--- src/rtl/sat_pkg.sv ---
// Package: shared constants, codes and types for the shift array table.
`timescale 1ns / 1ps
`default_nettype none
package sat_pkg;

  localparam int DEPTH  = 128;
  localparam int IDX_W  = (DEPTH > 2) ? $clog2(DEPTH) : 1;
  localparam int CNT_W  = $clog2(DEPTH + 1);
  localparam int CMP_W  = (CNT_W > 8) ? CNT_W : 8;
  localparam int WORD_W = 32;

  // cells are reduced in groups of GRP, then across groups
  localparam int GRP    = 8;
  localparam int GRP_W  = $clog2(GRP);
  localparam int NGRP   = (DEPTH + GRP - 1) / GRP;
  localparam int GSEL_W = (NGRP > 1) ? $clog2(NGRP) : 1;

  // request kinds
  localparam logic [2:0] KIND_INSERT = 3'd0;
  localparam logic [2:0] KIND_APPEND = 3'd1;
  localparam logic [2:0] KIND_DELETE = 3'd2;
  localparam logic [2:0] KIND_SEARCH = 3'd3;
  localparam logic [2:0] KIND_READ   = 3'd4;

  // result status codes
  localparam logic [1:0] ST_OK       = 2'd0;
  localparam logic [1:0] ST_FULL     = 2'd1;
  localparam logic [1:0] ST_RANGE    = 2'd2;
  localparam logic [1:0] ST_NOTFOUND = 2'd3;

  typedef logic [WORD_W-1:0] word_t;

  typedef enum logic [1:0] {
    MODE_HOLD,
    MODE_INS,
    MODE_DEL
  } cell_mode_t;

  // broadcast to every cell
  typedef struct packed {
    cell_mode_t         mode;
    logic [CMP_W-1:0]   idx;
    logic [CMP_W-1:0]   cnt;
    word_t              value;
  } cell_cmd_t;

  // registered summary of one group of cells
  typedef struct packed {
    logic               hit;
    logic [GRP_W-1:0]   lidx;
    word_t              rdata;
  } grp_res_t;

endpackage
`default_nettype wire

--- src/rtl/sat_cell.sv ---
// One storage cell of the table: holds one word, shifts with its neighbors.
`timescale 1ns / 1ps
`default_nettype none
module sat_cell import sat_pkg::*; (
  input  wire logic             clk,
  input  wire logic [IDX_W-1:0] pos,
  input  wire cell_cmd_t        cmd,
  input  wire word_t            left_data,
  input  wire word_t            right_data,
  output word_t                 data,
  output logic                  match,
  output word_t                 rd_data
);

  word_t            data_r;
  word_t            data_nxt;
  logic [CMP_W-1:0] pos_w;

  assign pos_w = CMP_W'(pos);

  always_comb begin
    data_nxt = data_r;
    case (cmd.mode)
      MODE_INS: begin
        if (pos_w > cmd.idx) begin
          data_nxt = left_data;
        end else if (pos_w == cmd.idx) begin
          data_nxt = cmd.value;
        end
      end
      MODE_DEL: begin
        if (pos_w >= cmd.idx) begin
          data_nxt = right_data;
        end
      end
      default: data_nxt = data_r;
    endcase
  end

  always_ff @(posedge clk) begin
    data_r <= data_nxt;
  end

  assign data    = data_r;
  // only occupied cells take part in a search
  assign match   = (pos_w < cmd.cnt) && (data_r == cmd.value);
  assign rd_data = data_r & {WORD_W{pos_w == cmd.idx}};

endmodule
`default_nettype wire

--- config.mk ---
export PLATFORM = sky130hd
export DESIGN_NAME = sat_cell
export DESIGN_NICKNAME = d
export VERILOG_FILES = /design/src/rtl/sat_pkg.sv /design/src/rtl/sat_cell.sv
export SDC_FILE = /design/constraint.sdc
export NUM_CORES = 1
export LEC_CHECK = 0
export BUFFER_PORTS_ARGS = -buffer_cell sky130_fd_sc_hd__buf_2
export CAP_MARGIN = 5
export CORE_MARGIN = 2
export CORE_UTILIZATION = 41
export CTS_BUF_LIST = sky130_fd_sc_hd__clkbuf_16
export CTS_CLUSTER_DIAMETER = 60
export DETAILED_ROUTE_END_ITERATION = 10
export GPL_ROUTABILITY_DRIVEN = 0
export PLACE_DENSITY = 0.86
export SETUP_SLACK_MARGIN = 0.15
export SYNTH_ARGS = -nofsm -noshare
export SYNTH_HDL_FRONTEND = slang
export SYNTH_SLANG_ARGS = --single-unit
--- constraint.sdc ---
create_clock -name clk -period 2.75 [get_ports clk]
set_clock_uncertainty 0.2 [all_clocks]
set_input_delay 0.1375 -clock clk [delete_from_list [all_inputs] [get_ports clk]]
set_output_delay 0.1375 -clock clk [all_outputs]
set_load 0.005 [all_outputs]
==> out/results.ini <==
[detailed_routing]
routed_wl_um = 8700
viasPerCell = 5.25
post_drt_wl_per_cell_um = 16.1
drtPass1Iterations = 4
drt-initial-drc-count = 75
drcViolationCount = 0
ant_nets = 0
num_vias = 2842

[worst_hold_path]
hold_depth = 2
min_to = data[3]$_DFFE_PP_
hp-class = input pin to register
min-delay-start = cmd[3]

[clock_tree]
htreeDepth = 2
clkTransAtPathRegs_ns = 0.05
cts.sinks = 32
post_cts_buffers = 0
clk_path_buf_depth = 2
cts_made_buffers = 5
ctsRootBufferMaster = clkbuf_16
cts_tree = built
cts_resized = 0
holdBufCountCts = 41

[global_routing]
grt_max_degree = 36
track_usage_pct = 25.0
grt_antenna_before_repair = 0
grt_pass1_wl_um = 14100
grt_overflow_total = 0
grt_pass1_vias = 2951

[finish]
multi_input_area_um2 = 1440
drive_above_1_share_pct = 43.8
regArea_um2 = 961
fin_nets = 600
largest_reg_flops = 32
area_growth_pct = 60.7
final_common_cell = buf_2
final.fill_count = 485
layout_common_cells = 186 x buf_2, 64 x and2_1, 42 x dlygate4sd3_1, 32 x a221o_1, 32 x edfxtp_1
antenna_cells = 0

[sta]
fin_tns_setup_ns = 0
fmax_mhz = 406
relSlewSlack_pct = 58.7
slew_violations = 0
worst_pin_slew_ns = 0.619
setup_slack_ns = 0.288
layout_min_cycle_time_ns = 2.46
timing.final.hold_violations = 0
rsz0062_at_grt = false
setup_violations = 0
finalCritPeriodShare_pct = 89.5

[critical_path]
cp.arrival_ns = 2.28
cp_max_fo = 15
path_class = input pin to register
cp.required_ns = 2.57
critPathCaptureType = register
critical_path.startpoint_type = input pin

[job]
max_cap_violations = 0

[synth]
ys_seq_area_share_pct = 37.7
synth-seq-cells = 32
synth_nets = 373
netlist_instances = 238
yosysWarnings = 0
synth_area_um2 = 2550
syn_avg_cell_area_um2 = 10.7
yosysTopAreaCellShare_pct = 37.7
yosys.area.top_type = edfxtp_1
synth_area_leaders = edfxtp_1 38%, and2_1 16%, a221o_1 13%, ha_1 6.4%, xnor2_1 5.5%
synth_cell_types = 31

[floorplanning]
ios = 187
fp-row-count = 28
die-width_um = 82.8
die_area_um2 = 6860
start_util_pct = 42.8
die-height_um = 82.8
fp.coreArea_um2 = 5960

[power_and_ir_drop]
vdd_drop_max_mv = 0.259
intPower_mw = 1.26
switching_share_pct = 24.4
p_per_area_nw_per_um2 = 407
pwr-share-seq_pct = 37.2
p_comb_share_pct = 26.1
clockPowerShare_pct = 36.7
switchingPower_mw = 0.406
p_leak_nw = 1.99

[place]
dpl_worst_slack_ns = 0.257
port-buffer-count = 186
place.detailed.hpwl_um = 6380

[status]
outcome = complete, no violations

-- worst max path at each step --
| stage | from | endpoint | slack, ns | cells past startpoint |
|---|---|---|---|---|
| 2_1_floorplan | cmd[41] | data[0]$_DFFE_PP_ | 0.51 | 6 |
| 3_3_place_gp | pos[5] | data[7]$_DFFE_PP_ | 0.34 | 8 |
| 3_5_place_dp | pos[3] | data[6]$_DFFE_PP_ | 0.26 | 8 |
| 4_1_cts | pos[5] | data[19]$_DFFE_PP_ | 0.31 | 8 |
| 5_1_grt | pos[3] | data[19]$_DFFE_PP_ | 0.16 | 8 |
| 6_report | pos[5] | data[19]$_DFFE_PP_ | 0.29 | 8 |
-- worst max-delay path, cell delays in order --
cell and delay [ns]:
buf_2 0.11, ha_1 0.32, a211oi_2 0.08, o32a_1 0.34, a21oi_2 0.17, nor2_2 0.15
a221o_1 0.40, dlygate4sd3_1 0.56
-- cells by family after synthesis --
kind of cell | Yosys count | share of synthesized area [%]
simple gates | 90 | 22.5
compound gates | 45 | 16.5
xor+xnor | 32 | 11.0
flops | 32 | 37.7
buf+inv | 26 | 5.89
fa+ha+maj | 13 | 6.39
-- synth_stat cells --
| cell type | n |
|---|---|
| buf_6 | 7 |
| xnor2_1 | 16 |
| nor4_1 | 5 |
| xor2_1 | 16 |
| nor2b_1 | 2 |
| and2_1 | 64 |
| a21oi_1 | 2 |
| nor2b_4 | 1 |
| inv_1 | 13 |
| a221o_1 | 32 |
| o32a_1 | 1 |
| edfxtp_1 | 32 |
| nand2b_1 | 1 |
| o2111ai_1 | 1 |
| and2b_2 | 1 |
| clkbuf_1 | 6 |
| a31oi_1 | 1 |
| a211oi_1 | 1 |
| ha_1 | 13 |
| a211oi_2 | 1 |
| nor2_1 | 2 |
| a21o_1 | 2 |
| a21oi_2 | 1 |
| o21ai_0 | 1 |
| o22a_1 | 1 |
| nor2_2 | 2 |
| nand4_1 | 6 |
| nand4b_1 | 2 |
| nor3_1 | 3 |
| and4b_1 | 1 |
| o211ai_1 | 1 |
-- per-layer routing --
layer  GRT usage, %  part of all wire [%]  up-vias  wire length [µm]
li1               -                     -     1343                 -
met1           28.1                    40     1332              3460
met2           46.8                    51      143              4460
met3           4.87                   6.0       24               522
met4           8.64                   3.0        0               261
met5              0                     0        -                 0
-- stage by stage --
step	cells	total power, mW	area, µm²	hold WS (ns)	util [%]
after CTS	540	1.67	4080	0.000289	68.6
after floorplan	238	0.838	2550	0.152	-
after global placement	491	0.990	3510	0.235	58.9
after global routing	541	1.74	4090	0.00391	68.7
after detailed placement	491	1.01	3510	0.241	58.9
final	541	1.66	4090	0.00595	68.7
-- power groups by stage --
stage / Combinational [mW] / Clock, mW / Sequential, mW
final: 0.435 / 0.610 / 0.619
after global routing: 0.475 / 0.645 / 0.624
after CTS: 0.430 / 0.624 / 0.619
after detailed placement: 0.377 / 0 / 0.628
after global placement: 0.364 / 0 / 0.626
after floorplan: 0.211 / 0 / 0.627
-- area by class of cell --
type | instances | area share [%]
clock inverter | 3 | 0.948
inverter | 13 | 1.19
timing repair buffer | 233 | 33.9
multi-input combinational | 180 | 35.1
clock buffer | 5 | 3.06
sequential | 32 | 23.5
tap | 75 | 2.29
(Power assumes the default switching activity.)
