## config.mk

```make
export PLATFORM = sky130hd
export DESIGN_NAME = sat_group
export DESIGN_NICKNAME = d
export VERILOG_FILES = /design/src/rtl/sat_pkg.sv /design/src/rtl/sat_group.sv
export SDC_FILE = /design/constraint.sdc
export NUM_CORES = 1
export LEC_CHECK = 0
export BUFFER_PORTS_ARGS = -buffer_cell sky130_fd_sc_hd__buf_2
export CAP_MARGIN = 5
export CORE_AREA = 4 4 114 116
export CTS_BUF_LIST = sky130_fd_sc_hd__clkbuf_16
export CTS_CLUSTER_DIAMETER = 200
export CTS_CLUSTER_SIZE = 20
export DETAILED_ROUTE_END_ITERATION = 7
export DIE_AREA = 0 0 118 120
export GPL_TIMING_DRIVEN = 0
export HOLD_SLACK_MARGIN = 0.05
export PLACE_DENSITY = 0.45
export SLEW_MARGIN = 20
export SYNTH_ARGS = -nofsm -noshare
export SYNTH_HDL_FRONTEND = slang
export SYNTH_SLANG_ARGS = --single-unit
```

## constraint.sdc

```tcl
create_clock -name clk -period 0.8 [get_ports clk]
set_input_delay 0.04 -clock clk [delete_from_list [all_inputs] [get_ports clk]]
set_output_delay 0.04 -clock clk [all_outputs]
set_load 0.02 [all_outputs]
```

## src/rtl/sat_pkg.sv

```systemverilog
// Package: shared constants, codes and types for the shift array table.
`timescale 1ns / 1ps
`default_nettype none
package sat_pkg;

  localparam int DEPTH  = 128;
  localparam int IDX_W  = (DEPTH > 2) ? $clog2(DEPTH) : 1;
  localparam int CNT_W  = $clog2(DEPTH + 1);
  localparam int CMP_W  = (CNT_W > 8) ? CNT_W : 8;
  localparam int WORD_W = 32;

  // cells are reduced in groups of GRP, then across groups
  localparam int GRP    = 8;
  localparam int GRP_W  = $clog2(GRP);
  localparam int NGRP   = (DEPTH + GRP - 1) / GRP;
  localparam int GSEL_W = (NGRP > 1) ? $clog2(NGRP) : 1;

  // request kinds
  localparam logic [2:0] KIND_INSERT = 3'd0;
  localparam logic [2:0] KIND_APPEND = 3'd1;
  localparam logic [2:0] KIND_DELETE = 3'd2;
  localparam logic [2:0] KIND_SEARCH = 3'd3;
  localparam logic [2:0] KIND_READ   = 3'd4;

  // result status codes
  localparam logic [1:0] ST_OK       = 2'd0;
  localparam logic [1:0] ST_FULL     = 2'd1;
  localparam logic [1:0] ST_RANGE    = 2'd2;
  localparam logic [1:0] ST_NOTFOUND = 2'd3;

  typedef logic [WORD_W-1:0] word_t;

  typedef enum logic [1:0] {
    MODE_HOLD,
    MODE_INS,
    MODE_DEL
  } cell_mode_t;

  // broadcast to every cell
  typedef struct packed {
    cell_mode_t         mode;
    logic [CMP_W-1:0]   idx;
    logic [CMP_W-1:0]   cnt;
    word_t              value;
  } cell_cmd_t;

  // registered summary of one group of cells
  typedef struct packed {
    logic               hit;
    logic [GRP_W-1:0]   lidx;
    word_t              rdata;
  } grp_res_t;

endpackage
`default_nettype wire

```

## src/rtl/sat_group.sv

```systemverilog
// Registered first-match and read-data reduction over one group of cells.
`timescale 1ns / 1ps
`default_nettype none
module sat_group import sat_pkg::*; (
  input  wire logic           clk,
  input  wire logic [GRP-1:0] match,
  input  wire word_t          rdata [GRP],
  output grp_res_t            res
);

  grp_res_t res_r;
  grp_res_t res_nxt;

  always_comb begin
    res_nxt.hit   = |match;
    res_nxt.lidx  = '0;
    res_nxt.rdata = '0;
    for (int k = GRP - 1; k >= 0; k--) begin
      if (match[k]) begin
        res_nxt.lidx = GRP_W'(k);
      end
      res_nxt.rdata = res_nxt.rdata | rdata[k];
    end
  end

  always_ff @(posedge clk) begin
    res_r <= res_nxt;
  end

  assign res = res_r;

endmodule
`default_nettype wire

```

==> impl_metrics.yaml, run 1 <==
power:
  p_sw_share_pct: 22.8
  p_comb_share_pct: 20.2
  seq_power_share_pct: 39.7
  pwr_density_cell_mw_per_mm2: 1250
  ir_worst_vdd_mv: 0.546
  power.leakage_uw: 0.00175
  p_int_uw: 3530
  power.switching_uw: 1040
  power_uw: 4580
  clkPwrFrac_pct: 40.1
clock_network:
  cts_tree: "yes"
  root_buffer: "clkbuf_16"
  cts_max_path_buffers: 2
  numCtsBuffers: 5
  h-tree-depth: 2
  clk_pin_slew_ns: 0.05
  clock_sinks: 36
yosys:
  post-synth-top-area-fraction_pct: 54.5
  synth.most_common_cell: "nor4_1"
  synth_edf_count: 0
  ys_seq_area_share_pct: 54.5
  synth.area.top_cells: "dfxtp_1 (54%), nor4_1 (31%), nand2_1 (9.4%)"
  synth.avg_cell_area_sq_um: 9.06
  synth_ff_type: "dfxtp_1"
  synthDistinctLibCells: 11
  synth_top_area_cell: "dfxtp_1"
  synth_seq_cells: 36
  postSynthCellCount: 146
  synthArstFlopShare_pct: 0
  synth_area_sq_mm: 0.00132
  yosysWarnings: 0
  synth_fp_nets: 411
  synthTopCellsByCount: "nor4_1 (65), dfxtp_1 (36), nand2_1 (33)"
final_layout:
  final_area_sq_mm: 0.00365
  final_util_pct: 30.6
  drive_above_1_share_pct: 70.3
  n_antenna_cell: 0
  syn2layout_area_growth_pct: 176
  largest_register_ffs: 36
  fin_nets: 739
setup_path:
  cp.arrival_ns: 0.97
  crit_fanout: 1
  cp.required_ns: 0.95
  end_kind: "flop"
  start_kind: "primary input"
  critPathKind: "primary input to flop"
drt:
  wl_um: 8400
  route.detailed.drc: 0
  vias: 2545
  ant_nets: 0
  drt_iter0_drc: 48
  wire_per_inst_um: 13.5
  maxUsedRoutingLayer: "met4"
  vias_per_cell: 4.09
  met3RoutedLength_um: 1010
  wl_met1_um: 2650
  wl_met2_um: 4560
  dr.pass1.iters: 4
placement:
  dp_hpwl_um: 7020
  place_area_sq_mm: 0.00301
  port_buffers: 300
  gp_congestion: 0.861
floorplanning:
  io_pins: 301
  start_util_pct: 11.1
  die_w_um: 118
  die_h_um: 120
  rows: 40
  fp.dieArea_sq_mm: 0.0142
  core-area_sq_mm: 0.0119
worst_hold_path:
  worstHoldPathType: "primary input to flop"
  hold_path_depth: 3
grt:
  antenna_found_initial: 0
  overflow: 0
  track_usage_pct: 10.8
  grt_max_degree: 11
  grt_pass1_vias: 2574
  grt_pass1_wl_um: 12100
timing:
  rsz0062_at_grt: "true"
  worst_pin_slew_ns: 0.423
  hold_viol_final: 35
  slew_headroom_pct: 71.6
  fmax_mhz: 1230
  tns_ns: -0.0111
  finalWorstSetupSlack_ns: -0.0111
  timing.final.crit_share_pct: 101
  final.min_clock_period_ns: 0.811
  drv_slew: 0
  hold_ws_ns: -0.0608
  setup_viol: 1
run_status:
  status: "finished with violations"
  violations: "negative hold slack, negative setup slack"
job:
  cap_violations: 0
## routing by layer
metal / up-vias / track usage, %
met5: - / 0
met4: 0 / 5.20
met3: 14 / 4.90
met2: 188 / 20.8
met1: 1109 / 9.60
li1: 1234 / -
## logic make-up after synthesis
group,Yosys count,share of synthesized area (%)
AND/OR/NAND/NOR,104,42.9
flip-flops,36,54.5
AO/OA/AOI/OAI,5,2.37
buffers and inverters,1,0.284
## final cells by class
type / instances / area (sq um)
Inverter: 1 / 3.75
Tap cell: 147 / 184
Fill cell: 1236 / 8260
Clock buffer: 5 / 125
Multi-Input combinational cell: 109 / 704
Timing Repair Buffer: 321 / 1880
Clock inverter: 3 / 11.3
Sequential cell: 36 / 737
## what timing repair did
item / in CTS / in global routing
resized for setup: 31 / 54
setup buffers: 0 / 0
setup endpoints to repair: 26 / 40
endpoints found under the hold margin: 36 / 35
hold buffers: 21 / 2
pin swaps: 0 / 2
## power groups by stage
stage | clock network, uW | registers [uW] | logic [uW]
after CTS | 1980 | 1810 | 873
after global placement | 0 | 1850 | 770
after floorplan | 0 | 1870 | 78.4
after detailed placement | 0 | 1850 | 783
final | 1840 | 1820 | 925
after global routing | 2040 | 1820 | 1020
## through the flow
step | std cells | setup slack, ns | hold slack (ns)
4_1_cts | 622 | -0.00783 | -0.0782
5_1_grt | 622 | -0.0156 | -0.0759
3_3_place_gp | 593 | 0.0142 | 0.219
3_5_place_dp | 593 | -0.00486 | 0.224
6_report | 622 | -0.0111 | -0.0608
2_1_floorplan | 146 | 0.257 | 0.113
## layout by cell type (no fill, tap or decap), types with 2 or more instances in the layout
cell type	instances
dfxtp_1	23
buf_2	262
dfxtp_2	13
clkbuf_16	5
inv_1	3
buf_6	18
nand2_1	33
buf_4	18
nor4_2	18
nor2_1	3
nor4_1	48
dlygate4sd3_1	22
a21oi_1	2
nor2b_1	2
## worst max-delay path: stages
cell and delay (ns):
dlygate4sd3_1 0.54, buf_2 0.13, nor4_2 0.17, nand2_1 0.10
## path summary, 6_finish.rpt
path	from	to	slack (ns)
setup / recovery	rdata[134]	res[6]$_DFF_P_	-0.01
hold / removal	rdata[243]	res[19]$_DFF_P_	-0.06
Power figures use the tool's default switching activity.
==> run 2, diff against run 1 <==
--- a/config.mk
+++ b/config.mk
@@ -16,6 +16,7 @@
 export GPL_TIMING_DRIVEN = 0
 export HOLD_SLACK_MARGIN = 0.05
 export PLACE_DENSITY = 0.45
+export RECOVER_POWER = 50
 export SLEW_MARGIN = 20
 export SYNTH_ARGS = -nofsm -noshare
 export SYNTH_HDL_FRONTEND = slang
==> impl_metrics.yaml, run 2 (synthesized netlist as in run 1, its figures left out) <==
final_layout:
  final_common_cell: "buf_2"
  n_antenna_cell: 0
  fin_nets: 739
  drive_above_1_share_pct: 69.5
  largest_register_ffs: 36
  layoutNonFillerInstCount: 622
  mostFrequentLayoutCells: "buf_2 (259), nor4_1 (49), nand2_1 (33), dfxtp_1 (23), dlygate4sd3_1 (22)"
  final_util_pct: 30.5
  syn2layout_area_growth_pct: 175
power:
  pwr_density_cell_mw_per_mm2: 1260
  power.leakage_uw: 0.00174
  ir_worst_vdd_mv: 0.545
  power_uw: 4570
floorplanning:
  start_util_pct: 11.1
  core-area_sq_mm: 0.0119
  fp.dieArea_sq_mm: 0.0142
  die_w_um: 118
  rows: 40
  die_h_um: 120
  io_pins: 301
grt:
  overflow: 0
  grt_pass1_wl_um: 12100
  antenna_found_initial: 0
  grt_max_degree: 11
  track_usage_pct: 10.8
  grt_pass1_vias: 2574
run_status:
  violations: "negative hold slack, negative setup slack"
  status: "finished with violations"
clock_network:
  cts_max_path_buffers: 2
  numCtsBuffers: 5
  clk_pin_slew_ns: 0.05
  h-tree-depth: 2
  cts_setup_buffers: 0
  clock_sinks: 36
  root_buffer: "clkbuf_16"
  cts_tree: "yes"
placement:
  gp_congestion: 0.861
  port_buffers: 300
  dp_hpwl_um: 7020
  dp.cells: 593
drt:
  drt_iter0_drc: 47
  vias_per_cell: 4.10
  wire_per_inst_um: 13.5
  vias: 2551
  wl_met2_um: 4550
  wl_met1_um: 2650
  maxUsedRoutingLayer: "met4"
  wl_um: 8400
  dr.pass1.iters: 4
  route.detailed.drc: 0
  ant_nets: 0
  met3RoutedLength_um: 1020
setup_path:
  cp_cell_sequence: "dlygate4sd3_1 > buf_2 > nor4_2 > nand2_1"
  slowest_stage: "dlygate4sd3_1"
  critPathKind: "primary input to flop"
  crit_fanout: 1
  cp.arrival_ns: 0.97
  start_kind: "primary input"
  cp.required_ns: 0.95
  end_kind: "flop"
  slowest_delay_ns: 0.54
timing:
  tns_ns: -0.0112
  final.min_clock_period_ns: 0.811
  timing.final.crit_share_pct: 101
  fmax_mhz: 1230
  hold_ws_ns: -0.0607
  setup_viol: 1
  drv_slew: 0
  finalWorstSetupSlack_ns: -0.0112
  worst_pin_slew_ns: 0.400
  rsz0062_at_grt: "true"
  slew_headroom_pct: 73.1
  hold_viol_final: 34
job:
  cap_violations: 0
worst_hold_path:
  worstHoldPathType: "primary input to flop"
## run 2: routing by layer
metal  track usage, %  up-vias
met3             4.90       16
li1                 -     1235
met1             9.60     1110
met5                0        -
met2             20.8      190
met4             5.20        0
## run 2: report_power, final
group | switching, uW | internal [uW] | leakage, uW
Combinational | 320 | 600 | 0.00138
Clock | 714 | 1120 | 0.0000738
Sequential | 5.58 | 1810 | 0.000287
## run 2: path summary, 6_finish.rpt
check | start | endpoint | slack, ns | cells after the start
max | rdata[134] | res[6]$_DFF_P_ | -0.01 | 4
min | rdata[243] | res[19]$_DFF_P_ | -0.06 | 3
## run 2: area by class of cell
| type | instances | area, sq um |
|---|---|---|
| clock buffers | 5 | 125 |
| clock inverters | 3 | 11.3 |
| fillers | 1241 | 8270 |
| inverters | 1 | 3.75 |
| multi-input cells | 109 | 698 |
| flip-flops and latches | 36 | 737 |
| well taps | 147 | 184 |
| repair buffers | 321 | 1880 |
## run 2: metrics by stage
step | setup WS, ns | hold slack (ns) | area [sq um]
final | -0.0112 | -0.0607 | 3640
after global routing | -0.0156 | -0.0759 | 3640
after CTS | -0.00783 | -0.0782 | 3430
after detailed placement | -0.00486 | 0.224 | 3010
after global placement | 0.0142 | 0.219 | 3010
after floorplan | 0.257 | 0.113 | 1320
## run 2: critical path, delay by kind of cell
family	cells	cell delay, ns
buffers and inverters	2	0.67
and+or+nand+nor	2	0.27
## run 2: timing repair
action,in CTS,in global routing
setup endpoints to repair,26,40
pin swaps,0,2
gates resized for setup,31,54
hold endpoints to repair,36,35
hold buffers,21,2
